`src/design/bra_pkg.sv`:
```
// Shared types, sizes, codes and helpers for the banker's allocator.
// No dependencies; imported by every module of the block.
`timescale 1ns / 1ps

package bra_pkg;

    localparam int CUSTOMERS   = 5;
    localparam int RESOURCES   = 4;
    localparam int AMOUNT_BITS = 8;

    localparam int CUST_BITS = (CUSTOMERS > 1) ? $clog2(CUSTOMERS) : 1;
    localparam int CNT_BITS  = $clog2(CUSTOMERS + 1);
    // fixed lane count of the amount and free ports
    localparam int PORT_LANES = 4;

    typedef logic [AMOUNT_BITS-1:0] t_amt;
    typedef t_amt [RESOURCES-1:0]   t_amt_vec;
    typedef t_amt [PORT_LANES-1:0]  t_amt_lanes;

    localparam t_amt AMOUNT_MAX = '1;

    // command codes
    localparam logic [2:0] CMD_CLEAR   = 3'd0;
    localparam logic [2:0] CMD_LOAD    = 3'd1;
    localparam logic [2:0] CMD_REQUEST = 3'd2;
    localparam logic [2:0] CMD_RELEASE = 3'd3;
    localparam logic [2:0] CMD_RUN     = 3'd4;
    localparam logic [2:0] CMD_REPORT  = 3'd5;

    // result status codes
    localparam logic [2:0] ST_DONE       = 3'd0;
    localparam logic [2:0] ST_OVER_NEED  = 3'd1;
    localparam logic [2:0] ST_NO_FREE    = 3'd2;
    localparam logic [2:0] ST_OVER_ALLOC = 3'd3;
    localparam logic [2:0] ST_UNSAFE     = 3'd4;

    // configuration register indexes (0..3 are the initial free amounts) and the customer count reset value
    localparam logic [2:0] CFG_FREE_0     = 3'd0;
    localparam logic [2:0] CFG_CUST_COUNT = 3'd4;
    localparam logic [2:0] CUST_COUNT_RST = 3'd5;

    // row unit operations
    localparam logic [1:0] ROP_REQUEST = 2'd0;
    localparam logic [1:0] ROP_RELEASE = 2'd1;
    localparam logic [1:0] ROP_RUN     = 2'd2;

    typedef struct packed {
        logic [1:0] op;
        t_amt_vec   max_row;
        t_amt_vec   alloc_row;
        t_amt_vec   opd;
        t_amt_vec   pool;
    } t_row_req;

    typedef struct packed {
        logic     over_need;
        logic     over_pool;
        logic     over_alloc;
        logic     need_fits;
        t_amt_vec row_res;
        t_amt_vec pool_res;
    } t_row_rsp;

    typedef struct packed {
        logic max_we;
        logic alloc_we;
    } t_rf_ctl;

    function automatic t_amt sat_add(input t_amt a, input t_amt b);
        logic [AMOUNT_BITS:0] s;
        s = {1'b0, a} + {1'b0, b};
        return s[AMOUNT_BITS] ? AMOUNT_MAX : s[AMOUNT_BITS-1:0];
    endfunction

endpackage

```
`src/design/bra_row_unit.sv`:
```
// Shared row unit: need, compares, saturating add and plain subtract over one row.
// Depends on bra_pkg.
`timescale 1ns / 1ps

module bra_row_unit
    import bra_pkg::*;
(
    input  t_row_req i_req,
    output t_row_rsp o_rsp
);

    t_amt_vec need;
    t_amt_vec addend;

    // one lane per resource type; the flags combine all lanes
    always_comb begin
        o_rsp = '0;
        o_rsp.need_fits = 1'b1;
        for (int r = 0; r < RESOURCES; r++) begin
            need[r] = (i_req.max_row[r] > i_req.alloc_row[r]) ?
                      (i_req.max_row[r] - i_req.alloc_row[r]) : '0;
            addend[r] = (i_req.op == ROP_RUN) ? i_req.alloc_row[r] : i_req.opd[r];

            if (i_req.opd[r] > need[r])           o_rsp.over_need  = 1'b1;
            if (i_req.opd[r] > i_req.pool[r])     o_rsp.over_pool  = 1'b1;
            if (i_req.opd[r] > i_req.alloc_row[r]) o_rsp.over_alloc = 1'b1;
            if (need[r] > i_req.pool[r])          o_rsp.need_fits  = 1'b0;

            o_rsp.row_res[r] = (i_req.op == ROP_RELEASE) ?
                               (i_req.alloc_row[r] - i_req.opd[r]) :
                               sat_add(i_req.alloc_row[r], i_req.opd[r]);
            o_rsp.pool_res[r] = (i_req.op == ROP_REQUEST) ?
                                (i_req.pool[r] - i_req.opd[r]) :
                                sat_add(i_req.pool[r], addend[r]);
        end
    end

endmodule

```
`src/design/bra_row_file.sv`:
```
// Maximum and allocation rows, one row read and written per cycle.
// Depends on bra_pkg; rows outside the customer range read as zero.
`timescale 1ns / 1ps

module bra_row_file
    import bra_pkg::*;
(
    input  logic                 i_clk,
    input  logic                 i_rst_n,
    input  logic [CUST_BITS-1:0] i_addr,
    input  t_rf_ctl              i_ctl,
    input  t_amt_vec             i_max_row,
    input  t_amt_vec             i_alloc_row,
    output t_amt_vec             o_max_row,
    output t_amt_vec             o_alloc_row
);

    t_amt_vec r_max   [CUSTOMERS];
    t_amt_vec r_alloc [CUSTOMERS];
    logic     addr_ok;

    assign addr_ok = int'(i_addr) < CUSTOMERS;

    // row read
    always_comb begin
        o_max_row   = '0;
        o_alloc_row = '0;
        if (addr_ok) begin
            o_max_row   = r_max[i_addr];
            o_alloc_row = r_alloc[i_addr];
        end
    end

    // row write
    always_ff @(posedge i_clk) begin
        if (!i_rst_n) begin
            for (int c = 0; c < CUSTOMERS; c++) begin
                r_max[c]   <= '0;
                r_alloc[c] <= '0;
            end
        end else if (addr_ok) begin
            if (i_ctl.max_we)   r_max[i_addr]   <= i_max_row;
            if (i_ctl.alloc_we) r_alloc[i_addr] <= i_alloc_row;
        end
    end

endmodule

```
`src/design/bankers_resource_allocator_core.sv`:
```
// Banker's allocator top: command sequencer, free pool, output register.
// Run: the safety search checks one row a cycle in the shared row unit, then, if safe, clears
// allocation rows one a cycle. One item at a time: the next command is taken once the last
// result beat is loaded; results leave at one beat per cycle while i_out_ready is high.
// Sync active-low reset, no clearing pass.
`timescale 1ns / 1ps

module bankers_resource_allocator_core
    import bra_pkg::*;
(
    input  logic       i_clk,
    input  logic       i_rst_n,
    // configuration
    input  logic       i_cfg_we,
    input  logic [2:0] i_cfg_idx,
    input  logic [7:0] i_cfg_data,
    // command channel
    input  logic       i_in_valid,
    output logic       o_in_ready,
    input  logic [2:0] i_command,
    input  logic [2:0] i_customer_id,
    input  t_amt       i_amount_0,
    input  t_amt       i_amount_1,
    input  t_amt       i_amount_2,
    input  t_amt       i_amount_3,
    // result channel
    output logic       o_out_valid,
    input  logic       i_out_ready,
    output logic [2:0] o_status,
    output logic [2:0] o_order_customer,
    output logic       o_last,
    output t_amt       o_free_0,
    output t_amt       o_free_1,
    output t_amt       o_free_2,
    output t_amt       o_free_3
);

    localparam logic [2:0] S_IDLE  = 3'd0;
    localparam logic [2:0] S_CLEAR = 3'd1;
    localparam logic [2:0] S_EXEC  = 3'd2;
    localparam logic [2:0] S_SCAN  = 3'd3;
    localparam logic [2:0] S_ZERO  = 3'd4;
    localparam logic [2:0] S_EMIT  = 3'd5;

    // control and model state
    logic [2:0]           r_state, n_state;
    t_amt_vec             r_free, n_free;
    logic [CUSTOMERS-1:0] r_fin, n_fin;
    logic [CNT_BITS-1:0]  r_done, n_done;
    logic                 r_prog, n_prog;
    logic [CNT_BITS-1:0]  r_n, n_n;
    logic [CNT_BITS-1:0]  r_emit_k, n_emit_k;
    logic [CNT_BITS-1:0]  r_emit_n, n_emit_n;
    logic [2:0]           r_emit_status, n_emit_status;
    logic                 r_emit_order, n_emit_order;
    logic                 r_out_valid, n_out_valid;
    t_amt_lanes           r_init_free;
    logic [2:0]           r_cust_count;

    // payload
    logic [2:0]           r_cmd, n_cmd;
    logic [CUST_BITS-1:0] r_cust, n_cust;
    logic                 r_id_ok, n_id_ok;
    t_amt_vec             r_amt, n_amt;
    t_amt_vec             r_work, n_work;
    logic [CUST_BITS-1:0] r_order [CUSTOMERS];
    logic [CUST_BITS-1:0] n_order [CUSTOMERS];
    logic [2:0]           r_out_status, n_out_status;
    logic [2:0]           r_out_order, n_out_order;
    logic                 r_out_last, n_out_last;
    t_amt_vec             r_out_free, n_out_free;

    // datapath links
    t_row_req   row_req;
    t_row_rsp   row_rsp;
    t_rf_ctl    rf_ctl;
    t_amt_vec   rf_alloc_wdata;
    t_amt_vec   rf_max_row;
    t_amt_vec   rf_alloc_row;
    t_amt_lanes in_lanes;
    t_amt_lanes free_lanes;
    logic       in_fire;
    logic       out_take;
    logic       fits;
    logic       end_pass;
    logic       emit_last;
    logic [CNT_BITS-1:0] done_nx;
    logic       prog_nx;

    assign in_lanes = {i_amount_3, i_amount_2, i_amount_1, i_amount_0};
    assign o_in_ready = (r_state == S_IDLE);
    assign in_fire  = i_in_valid && o_in_ready;
    assign out_take = r_out_valid && i_out_ready;

    bra_row_file u_rows (
        .i_clk       (i_clk),
        .i_rst_n     (i_rst_n),
        .i_addr      (r_cust),
        .i_ctl       (rf_ctl),
        .i_max_row   (r_amt),
        .i_alloc_row (rf_alloc_wdata),
        .o_max_row   (rf_max_row),
        .o_alloc_row (rf_alloc_row)
    );

    // shared row unit: search compares against the working pool, else the free pool
    always_comb begin
        row_req.op        = (r_state == S_SCAN)      ? ROP_RUN :
                            (r_cmd == CMD_RELEASE)   ? ROP_RELEASE : ROP_REQUEST;
        row_req.max_row   = rf_max_row;
        row_req.alloc_row = rf_alloc_row;
        row_req.opd       = r_amt;
        row_req.pool      = (r_state == S_SCAN) ? r_work : r_free;
    end

    bra_row_unit u_unit (
        .i_req (row_req),
        .o_rsp (row_rsp)
    );

    // search step bookkeeping
    assign fits      = !r_fin[r_cust] && row_rsp.need_fits;
    assign done_nx   = r_done + CNT_BITS'(fits);
    assign prog_nx   = r_prog || fits;
    assign end_pass  = (CNT_BITS'(r_cust) == CNT_BITS'(r_n - 1'b1));
    assign emit_last = (r_emit_k == CNT_BITS'(r_emit_n - 1'b1));

    // sequencer
    always_comb begin
        n_state       = r_state;
        n_free        = r_free;
        n_fin         = r_fin;
        n_done        = r_done;
        n_prog        = r_prog;
        n_n           = r_n;
        n_emit_k      = r_emit_k;
        n_emit_n      = r_emit_n;
        n_emit_status = r_emit_status;
        n_emit_order  = r_emit_order;
        n_out_valid   = r_out_valid && !out_take;
        n_cmd         = r_cmd;
        n_cust        = r_cust;
        n_id_ok       = r_id_ok;
        n_amt         = r_amt;
        n_work        = r_work;
        n_order       = r_order;
        n_out_status  = r_out_status;
        n_out_order   = r_out_order;
        n_out_last    = r_out_last;
        n_out_free    = r_out_free;
        rf_ctl         = '0;
        rf_alloc_wdata = row_rsp.row_res;

        unique case (r_state)
            S_IDLE: begin
                if (in_fire) begin
                    n_cmd   = i_command;
                    n_cust  = CUST_BITS'(i_customer_id);
                    n_id_ok = int'(i_customer_id) < CUSTOMERS;
                    for (int r = 0; r < RESOURCES; r++) n_amt[r] = in_lanes[r];
                    n_emit_k      = '0;
                    n_emit_n      = CNT_BITS'(1);
                    n_emit_status = ST_DONE;
                    n_emit_order  = 1'b0;
                    unique case (i_command)
                        CMD_CLEAR: begin
                            for (int r = 0; r < RESOURCES; r++) n_free[r] = r_init_free[r];
                            n_cust  = '0;
                            n_state = S_CLEAR;
                        end
                        CMD_LOAD, CMD_REQUEST, CMD_RELEASE: begin
                            n_state = S_EXEC;
                        end
                        CMD_RUN: begin
                            n_work = r_free;
                            n_fin  = '0;
                            n_done = '0;
                            n_prog = 1'b0;
                            n_cust = '0;
                            if (r_cust_count == '0)
                                n_n = CNT_BITS'(1);
                            else if (int'(r_cust_count) > CUSTOMERS)
                                n_n = CNT_BITS'(CUSTOMERS);
                            else
                                n_n = CNT_BITS'(r_cust_count);
                            n_state = S_SCAN;
                        end
                        default: begin
                            // report and unused codes
                            n_state = S_EMIT;
                        end
                    endcase
                end
            end

            S_CLEAR: begin
                rf_ctl.alloc_we = 1'b1;
                rf_alloc_wdata  = '0;
                if (int'(r_cust) == CUSTOMERS - 1)
                    n_state = S_EMIT;
                else
                    n_cust = r_cust + 1'b1;
            end

            S_EXEC: begin
                if (r_id_ok) begin
                    priority if (r_cmd == CMD_LOAD) begin
                        rf_ctl.max_we = 1'b1;
                    end else if (r_cmd == CMD_REQUEST) begin
                        priority if (row_rsp.over_need) begin
                            n_emit_status = ST_OVER_NEED;
                        end else if (row_rsp.over_pool) begin
                            n_emit_status = ST_NO_FREE;
                        end else begin
                            rf_ctl.alloc_we = 1'b1;
                            n_free          = row_rsp.pool_res;
                        end
                    end else if (r_cmd == CMD_RELEASE) begin
                        if (row_rsp.over_alloc) begin
                            n_emit_status = ST_OVER_ALLOC;
                        end else begin
                            rf_ctl.alloc_we = 1'b1;
                            n_free          = row_rsp.pool_res;
                        end
                    end
                end
                n_state = S_EMIT;
            end

            S_SCAN: begin
                n_done = done_nx;
                n_prog = prog_nx;
                if (fits) begin
                    n_work = row_rsp.pool_res;
                    n_fin[r_cust] = 1'b1;
                    n_order[r_done[CUST_BITS-1:0]] = r_cust;
                end
                if (end_pass) begin
                    priority if (done_nx == r_n) begin
                        n_free  = fits ? row_rsp.pool_res : r_work;
                        n_cust  = '0;
                        n_state = S_ZERO;
                    end else if (!prog_nx) begin
                        n_emit_status = ST_UNSAFE;
                        n_state       = S_EMIT;
                    end else begin
                        n_cust = '0;
                        n_prog = 1'b0;
                    end
                end else begin
                    n_cust = r_cust + 1'b1;
                end
            end

            S_ZERO: begin
                rf_ctl.alloc_we = 1'b1;
                rf_alloc_wdata  = '0;
                if (end_pass) begin
                    n_emit_n     = r_n;
                    n_emit_order = 1'b1;
                    n_state      = S_EMIT;
                end else begin
                    n_cust = r_cust + 1'b1;
                end
            end

            S_EMIT: begin
                if (!r_out_valid || out_take) begin
                    n_out_valid  = 1'b1;
                    n_out_status = r_emit_status;
                    n_out_order  = r_emit_order ?
                                   3'(r_order[r_emit_k[CUST_BITS-1:0]]) : 3'd0;
                    n_out_last   = emit_last;
                    n_out_free   = r_free;
                    n_emit_k     = r_emit_k + 1'b1;
                    if (emit_last) n_state = S_IDLE;
                end
            end

            default: begin
                n_state = S_IDLE;
            end
        endcase
    end

    // control, model state and configuration registers
    always_ff @(posedge i_clk) begin
        if (!i_rst_n) begin
            r_state       <= S_IDLE;
            r_free        <= '0;
            r_fin         <= '0;
            r_done        <= '0;
            r_prog        <= 1'b0;
            r_n           <= '0;
            r_emit_k      <= '0;
            r_emit_n      <= '0;
            r_emit_status <= ST_DONE;
            r_emit_order  <= 1'b0;
            r_out_valid   <= 1'b0;
            r_init_free   <= '0;
            r_cust_count  <= CUST_COUNT_RST;
        end else begin
            r_state       <= n_state;
            r_free        <= n_free;
            r_fin         <= n_fin;
            r_done        <= n_done;
            r_prog        <= n_prog;
            r_n           <= n_n;
            r_emit_k      <= n_emit_k;
            r_emit_n      <= n_emit_n;
            r_emit_status <= n_emit_status;
            r_emit_order  <= n_emit_order;
            r_out_valid   <= n_out_valid;
            if (i_cfg_we) begin
                if (i_cfg_idx < CFG_CUST_COUNT)
                    r_init_free[i_cfg_idx[1:0] - CFG_FREE_0[1:0]] <=
                        AMOUNT_BITS'(i_cfg_data);
                else if (i_cfg_idx == CFG_CUST_COUNT)
                    r_cust_count <= i_cfg_data[2:0];
            end
        end
    end

    // payload registers
    always_ff @(posedge i_clk) begin
        r_cmd        <= n_cmd;
        r_cust       <= n_cust;
        r_id_ok      <= n_id_ok;
        r_amt        <= n_amt;
        r_work       <= n_work;
        r_order      <= n_order;
        r_out_status <= n_out_status;
        r_out_order  <= n_out_order;
        r_out_last   <= n_out_last;
        r_out_free   <= n_out_free;
    end

    // pad the free pool onto the four port lanes
    always_comb begin
        free_lanes = '0;
        for (int r = 0; r < RESOURCES; r++) free_lanes[r] = r_out_free[r];
    end

    assign o_out_valid      = r_out_valid;
    assign o_status         = r_out_status;
    assign o_order_customer = r_out_order;
    assign o_last           = r_out_last;
    assign o_free_0         = free_lanes[0];
    assign o_free_1         = free_lanes[1];
    assign o_free_2         = free_lanes[2];
    assign o_free_3         = free_lanes[3];

endmodule

```
`config.mk`:
```
export PLATFORM = sky130hd
export DESIGN_NAME = bankers_resource_allocator_core
export DESIGN_NICKNAME = d
export VERILOG_FILES = /design/src/design/bra_pkg.sv /design/src/design/bra_row_unit.sv /design/src/design/bra_row_file.sv /design/src/design/bankers_resource_allocator_core.sv
export SDC_FILE = /design/constraint.sdc
export NUM_CORES = 2
export LEC_CHECK = 0
export ABC_AREA = 1
export BUFFER_PORTS_ARGS = -buffer_cell sky130_fd_sc_hd__buf_2
export CAP_MARGIN = 20
export CORE_ASPECT_RATIO = 1.4
export CORE_UTILIZATION = 55
export DETAILED_ROUTE_END_ITERATION = 10
export PLACE_DENSITY_LB_ADDON = 0.2
export SYNTH_ARGS = -nofsm -noshare
export SYNTH_HDL_FRONTEND = slang
export SYNTH_SLANG_ARGS = --single-unit
```
`constraint.sdc`:
```
create_clock -name i_clk -period 11.2 [get_ports i_clk]
set_input_delay 2.24 -clock i_clk [delete_from_list [all_inputs] [get_ports i_clk]]
set_output_delay 2.24 -clock i_clk [all_outputs]
set_load 0.005 [all_outputs]
```
Word-level counts from Yosys, hierarchy flattened
Memories as Yosys holds them, arrays and structs flattened. A register that Yosys moved wholly into a read port is not among the register bits.
Index checks and enable logic that the tools add are counted.

word-level totals
  bits in registers = 218
  RAM bits = 320
  input port bits = 54
  output and inout port bits = 41
  word-level logic and storage cells = 343
  memories kept = 2

cells by class
  add/subtract/negate cells = 25
  magnitude comparators = 31
  equality and inequality tests = 43
  mux-type cells = 156
  bitwise gates (word level) = 4
  reductions and logical operators = 40

memories
  memory          depth  width  rd ports  clocked after Yosys merged registers in  write ports  line                source
  u_rows.r_alloc  5      32     1         1                                        5            bra_row_file.sv:19  t_amt_vec r_alloc [CUSTOMERS];
  u_rows.r_max    5      32     1         1                                        5            bra_row_file.sv:18  t_amt_vec r_max [CUSTOMERS];

operators by type and width
  operator            count
  $mux 32             20
  $mux 8              25
  $gt 8x8->1          20
  $mux 3              40
  $pmux 32 s3         1
  $sub 8x8->8         12
  $add 8x8->9         8
  $pmux 32 s2         1
  $reduce_or 32->1    2
  $mux 1              46
  $bwmux 32           1
  $ne 2x2->1 const B  12
  $eq 3x2->1 const B  6
  $pmux 3 s2          3
  $pmux 3 s3          2
  $pmux 3 s6          1
  $demux 8 s2         1
  $bwmux 15           1
  $eq 3x3->1 const B  5
  $mux 5              3
  $ne 3x3->1 const B  5
  $reduce_and 3->1    5
  $pmux 3 s4          1
  $reduce_and 11->1   1
  other kinds (44)    77

Longest topological paths before layout
  depth after elaboration = 20
  mapped depth = 47
  gate-level depth less buffers = 43

By module
A second synthesis with hierarchy kept.

second synthesis, totals
  cells, all modules = 4352
  area, all modules = 33992.6 µm²

modules (own cells, without submodules)
  module                           instances  cells each  area an instance (µm²)  sequential area each (µm²)
  bra_row_file                     1          1354        13944.6                 9609.2
  bra_row_unit                     1          1867        10354.9                 0.0
  bankers_resource_allocator_core  1          1131        9693.0                  5615.4

Least setup slack after synthesis
No wires, ideal clock.

  path type = register to register
  start = register with a tool-made name
  end = register r_free[28] in the netlist's numbering
  library setup time = 0.116 ns
  arrival = 6.243 ns
  required time = 11.084 ns
  setup slack = 4.841 ns
  cell stages (with the launch flop) = 48
  clock period less this slack = 6.359 ns
  cell sequence = dfxtp_1 clkbuf_1 inv_1 clkbuf_1 buf_2 buf_2 buf_2 o21ai_0 o221ai_1 o211ai_1 ha_1 fa_1 o21ai_0 inv_1 nor2_1 nor2_1 o21bai_1 inv_1 [... 12 more ...] o21ai_0 nand2_1 nor2_1 nand3_4 inv_1 ha_1 ha_1 xnor2_1 xor2_1 nand4_1 nand2_1 inv_1 nor3_2 buf_2 buf_4 nand4_1 nor2_1 nor2_1

RTL lines
  item                  line                                    source
  to (signal assigned)  bankers_resource_allocator_core.sv:304  r_free <= n_free;
  to (decl)             bankers_resource_allocator_core.sv:47   t_amt_vec r_free, n_free;

==> results by group <==
Floorplan
  – Die height: 321.8 um
  – Starting Density: 55.91%
  – Core Region: 0.07184 mm2
  – Num rows: 116
  – I/O pin count: 95
  – Die W: 230.4 um
  – Die Area: 0.07413 mm2

Global routing
  – Vias in the first global route: 30410
  – Met2 Track Usage GR: 50.19%
  – Met3 usage: 3.789%
  – Largest net degree at the start of global routing: 111
  – M1 GR Usage: 37.74%
  – Busiest layer in global routing: met2
  – GRT Overall Usage: 29.34%
  – Grt ovf: 0
  – Initial antenna violation count: 1
  – First-pass GRT wire length: 168000 um

Worst setup path
  – Max FO, Critical Path: 110
  – Crit. End Element: flip-flop
  – Slowest cell delay on critical path: 850 ps
  – Setup CP Type: reg -> reg
  – Critical path launch point type: flip-flop
  – Crit-path slowest cell: dfxtp_4
  – Worst EP arrival: 9310 ps
  – Required @ worst endpoint: 11710 ps

Yosys
  – Sequential fraction of the synthesis area: 52.41%
  – Count leader, synth: nor2_1
  – Gate Count Post-Synth: 4437
  – Area contributors post-synth: edfxtp_1 48%, nor2_1 9.2%, ha_1 7.1%
  – Top-area cell type share of the netlist area: 47.62%
  – Syn. warnings: 0
  – Yosys reg bits: 733
  – Ys flop type: edfxtp_1
  – Synthesized area per cell: 9.053 um2
  – Cell Area, Synth: 0.04017 mm2
  – Synth area leader: edfxtp_1
  – Post-synth cell types: 55
  – Async SR Flop Fraction: 0%
  – Post-synth top cells: 985 x nor2_1, 637 x edfxtp_1, 533 x nand2_1
  – Post-synth EDFFs: 637

Drt
  – 1st-pass router iterations: 5
  – ANT nets after route: 0
  – Vias: 31660
  – Initial DRC count: 2643
  – Vias/cell: 5.614
  – Remaining DRCs: 0
  – Drt wl/cell: 19.17 um
  – Routed WL: 108100 um

Clock network
  – TritonCTS Sinks: 733
  – Clk Tree Root Cell: clkbuf_16
  – Clk pin slew, worst setup/hold paths: 60 ps
  – Post-CTS setup buffers: 0
  – CTS Hold Bufs: 0
  – Skew-Pair Late Insertion Delay: 640 ps
  – CTS tree: yes
  – CTS H-tree depth: 3
  – Max Buffers Root-to-Sink: 3
  – CTS resizes: 0
  – Total CTS buffers: 70

Status
  – Status: complete, no violations

STA
  – Post-route minimum period: 8794 ps
  – Setup Skew: 27.18 ps
  – Unrepaired setup endpoints after global routing: no
  – Max Clock Freq: 113.7 MHz
  – Slew HR: 31.35%
  – Slew @ Worst Pin: 1024 ps
  – Final hold viol count: 0
  – Final setup fails: 0
  – Setup TNS: 0 ps
  – Max Slew Vio Count: 0
  – Period utilisation layout: 78.52%

Layout
  – Fill count: 6123
  – Layout cell share with drive strength beyond 1: 6.456%
  – Nets: 4938
  – Area Overhead vs Synth: 10.34%

Run
  – Max cap viols: 0

Place
  – HPWL Detailed: 73530 um
  – PortBufs: 94
  – Final Wtd Congestion: 0.9485

Worst hold path
  – Worst hold path type: reg -> reg
-- state kept, by name, indices dropped and copies added (netlist names), 5 cells and up, named ones only --
signal,cells
r_init_free,32
u_rows.r_max,256
r_fin,5
o_free_3,8
r_order,15
o_free_2,8
o_free_0,8
r_free,32
o_free_1,8
r_amt,32
r_work,32
u_rows.r_alloc,256
-- routing by layer --
| layer | routed length, um | share of wire, % | vias to the layer above |
|---|---|---|---|
| met3 | 8025 | 7.4 | 200 |
| met2 | 52300 | 48 | 1212 |
| met4 | 3755 | 3.5 | 2 |
| li1 | - | - | 15320 |
| met5 | 7 | 0.0065 | - |
| met1 | 44020 | 41 | 14920 |
-- logic make-up after synthesis --
| kind of cell | count (synthesis) | synth area share, % |
|---|---|---|
| AO/OA/AOI/OAI | 919 | 12.95 |
| XOR/XNOR | 82 | 1.788 |
| adder cells (fa/ha/maj) | 248 | 8.099 |
| buffers and inverters | 670 | 6.532 |
| flip-flops | 733 | 52.41 |
| multiplexers | 1 | 0.02492 |
| other | 1 | 0.009336 |
| AND/OR/NAND/NOR | 1783 | 18.19 |
-- worst max-delay path, delay by kind of cell (launching register included) --
kind | cells | cell delay, ps
xor+xnor | 2 | 340
compound gates | 9 | 1180
fa+ha+maj | 5 | 1240
flops | 1 | 850
buf+inv | 11 | 2370
simple gates | 18 | 2560
-- path summary, 6_finish.rpt --
check	startpoint	to	slack, ps	cells after the start
worst min-delay path	r_emit_status[2]	o_status[2]	450	0
worst max register to register	flip-flop	r_free[22]	2410	45
worst min register to register	r_emit_status[2]	o_status[2]	450	0
worst max-delay path	flip-flop	r_free[22]	2410	45
-- cells in the final DEF (no fill, tap or decap), types with 7 or more instances in the layout --
| cell | count |
|---|---|
| nor2_1 | 982 |
| edfxtp_1 | 637 |
| nand2_1 | 533 |
| o21ai_0 | 475 |
| inv_1 | 455 |
| ha_1 | 228 |
| a21oi_1 | 204 |
| conb_1 | 192 |
| nand3_1 | 123 |
| buf_2 | 94 |
| dfxtp_1 | 93 |
| clkbuf_16 | 76 |
| o221ai_1 | 73 |
| xor2_1 | 67 |
| nand4_1 | 49 |
| buf_4 | 42 |
| o22ai_1 | 36 |
| o211ai_1 | 32 |
| a31oi_1 | 29 |
| nor3_1 | 23 |
| or2_1 | 20 |
| fa_1 | 20 |
| or2_2 | 18 |
| o21ai_1 | 18 |
| clkbuf_1 | 18 |
| o21bai_1 | 16 |
| xnor2_1 | 15 |
| clkinv_2 | 12 |
| inv_2 | 11 |
| clkinv_1 | 10 |
| nand3_4 | 7 |
| nor4_1 | 7 |
-- per-stage QoR --
step / cells / setup WS, ps / area (um2) / utilization, % / hold WS [ps]
2_1_floorplan: 4628 / 4841 / 40880 / - / 408.2
3_3_place_gp: 5507 / 2704 / 42050 / 58.52 / 421.5
3_5_place_dp: 5508 / 2534 / 42050 / 58.54 / 418.8
4_1_cts: 5637 / 2423 / 44310 / 61.68 / 439.1
5_1_grt: 5637 / 1622 / 44310 / 61.68 / 453.0
6_report: 5639 / 2406 / 44320 / 61.69 / 446.5
-- final cells by class --
class / count / area (um2) / share of cell area, %
flip-flops and latches: 733 / 21060 / 47.52
clock inverters: 31 / 235.2 / 0.5308
well taps: 944 / 1181 / 2.665
diodes: 2 / 5.005 / 0.01129
repair buffers: 137 / 805.8 / 1.818
multi-input cells: 3225 / 17240 / 38.90
inverters: 469 / 1768 / 3.989
clock buffers: 98 / 2024 / 4.568
Power is not shown: default switching activity piles up to over one toggle a cycle in this logic, so the estimate is an artifact.
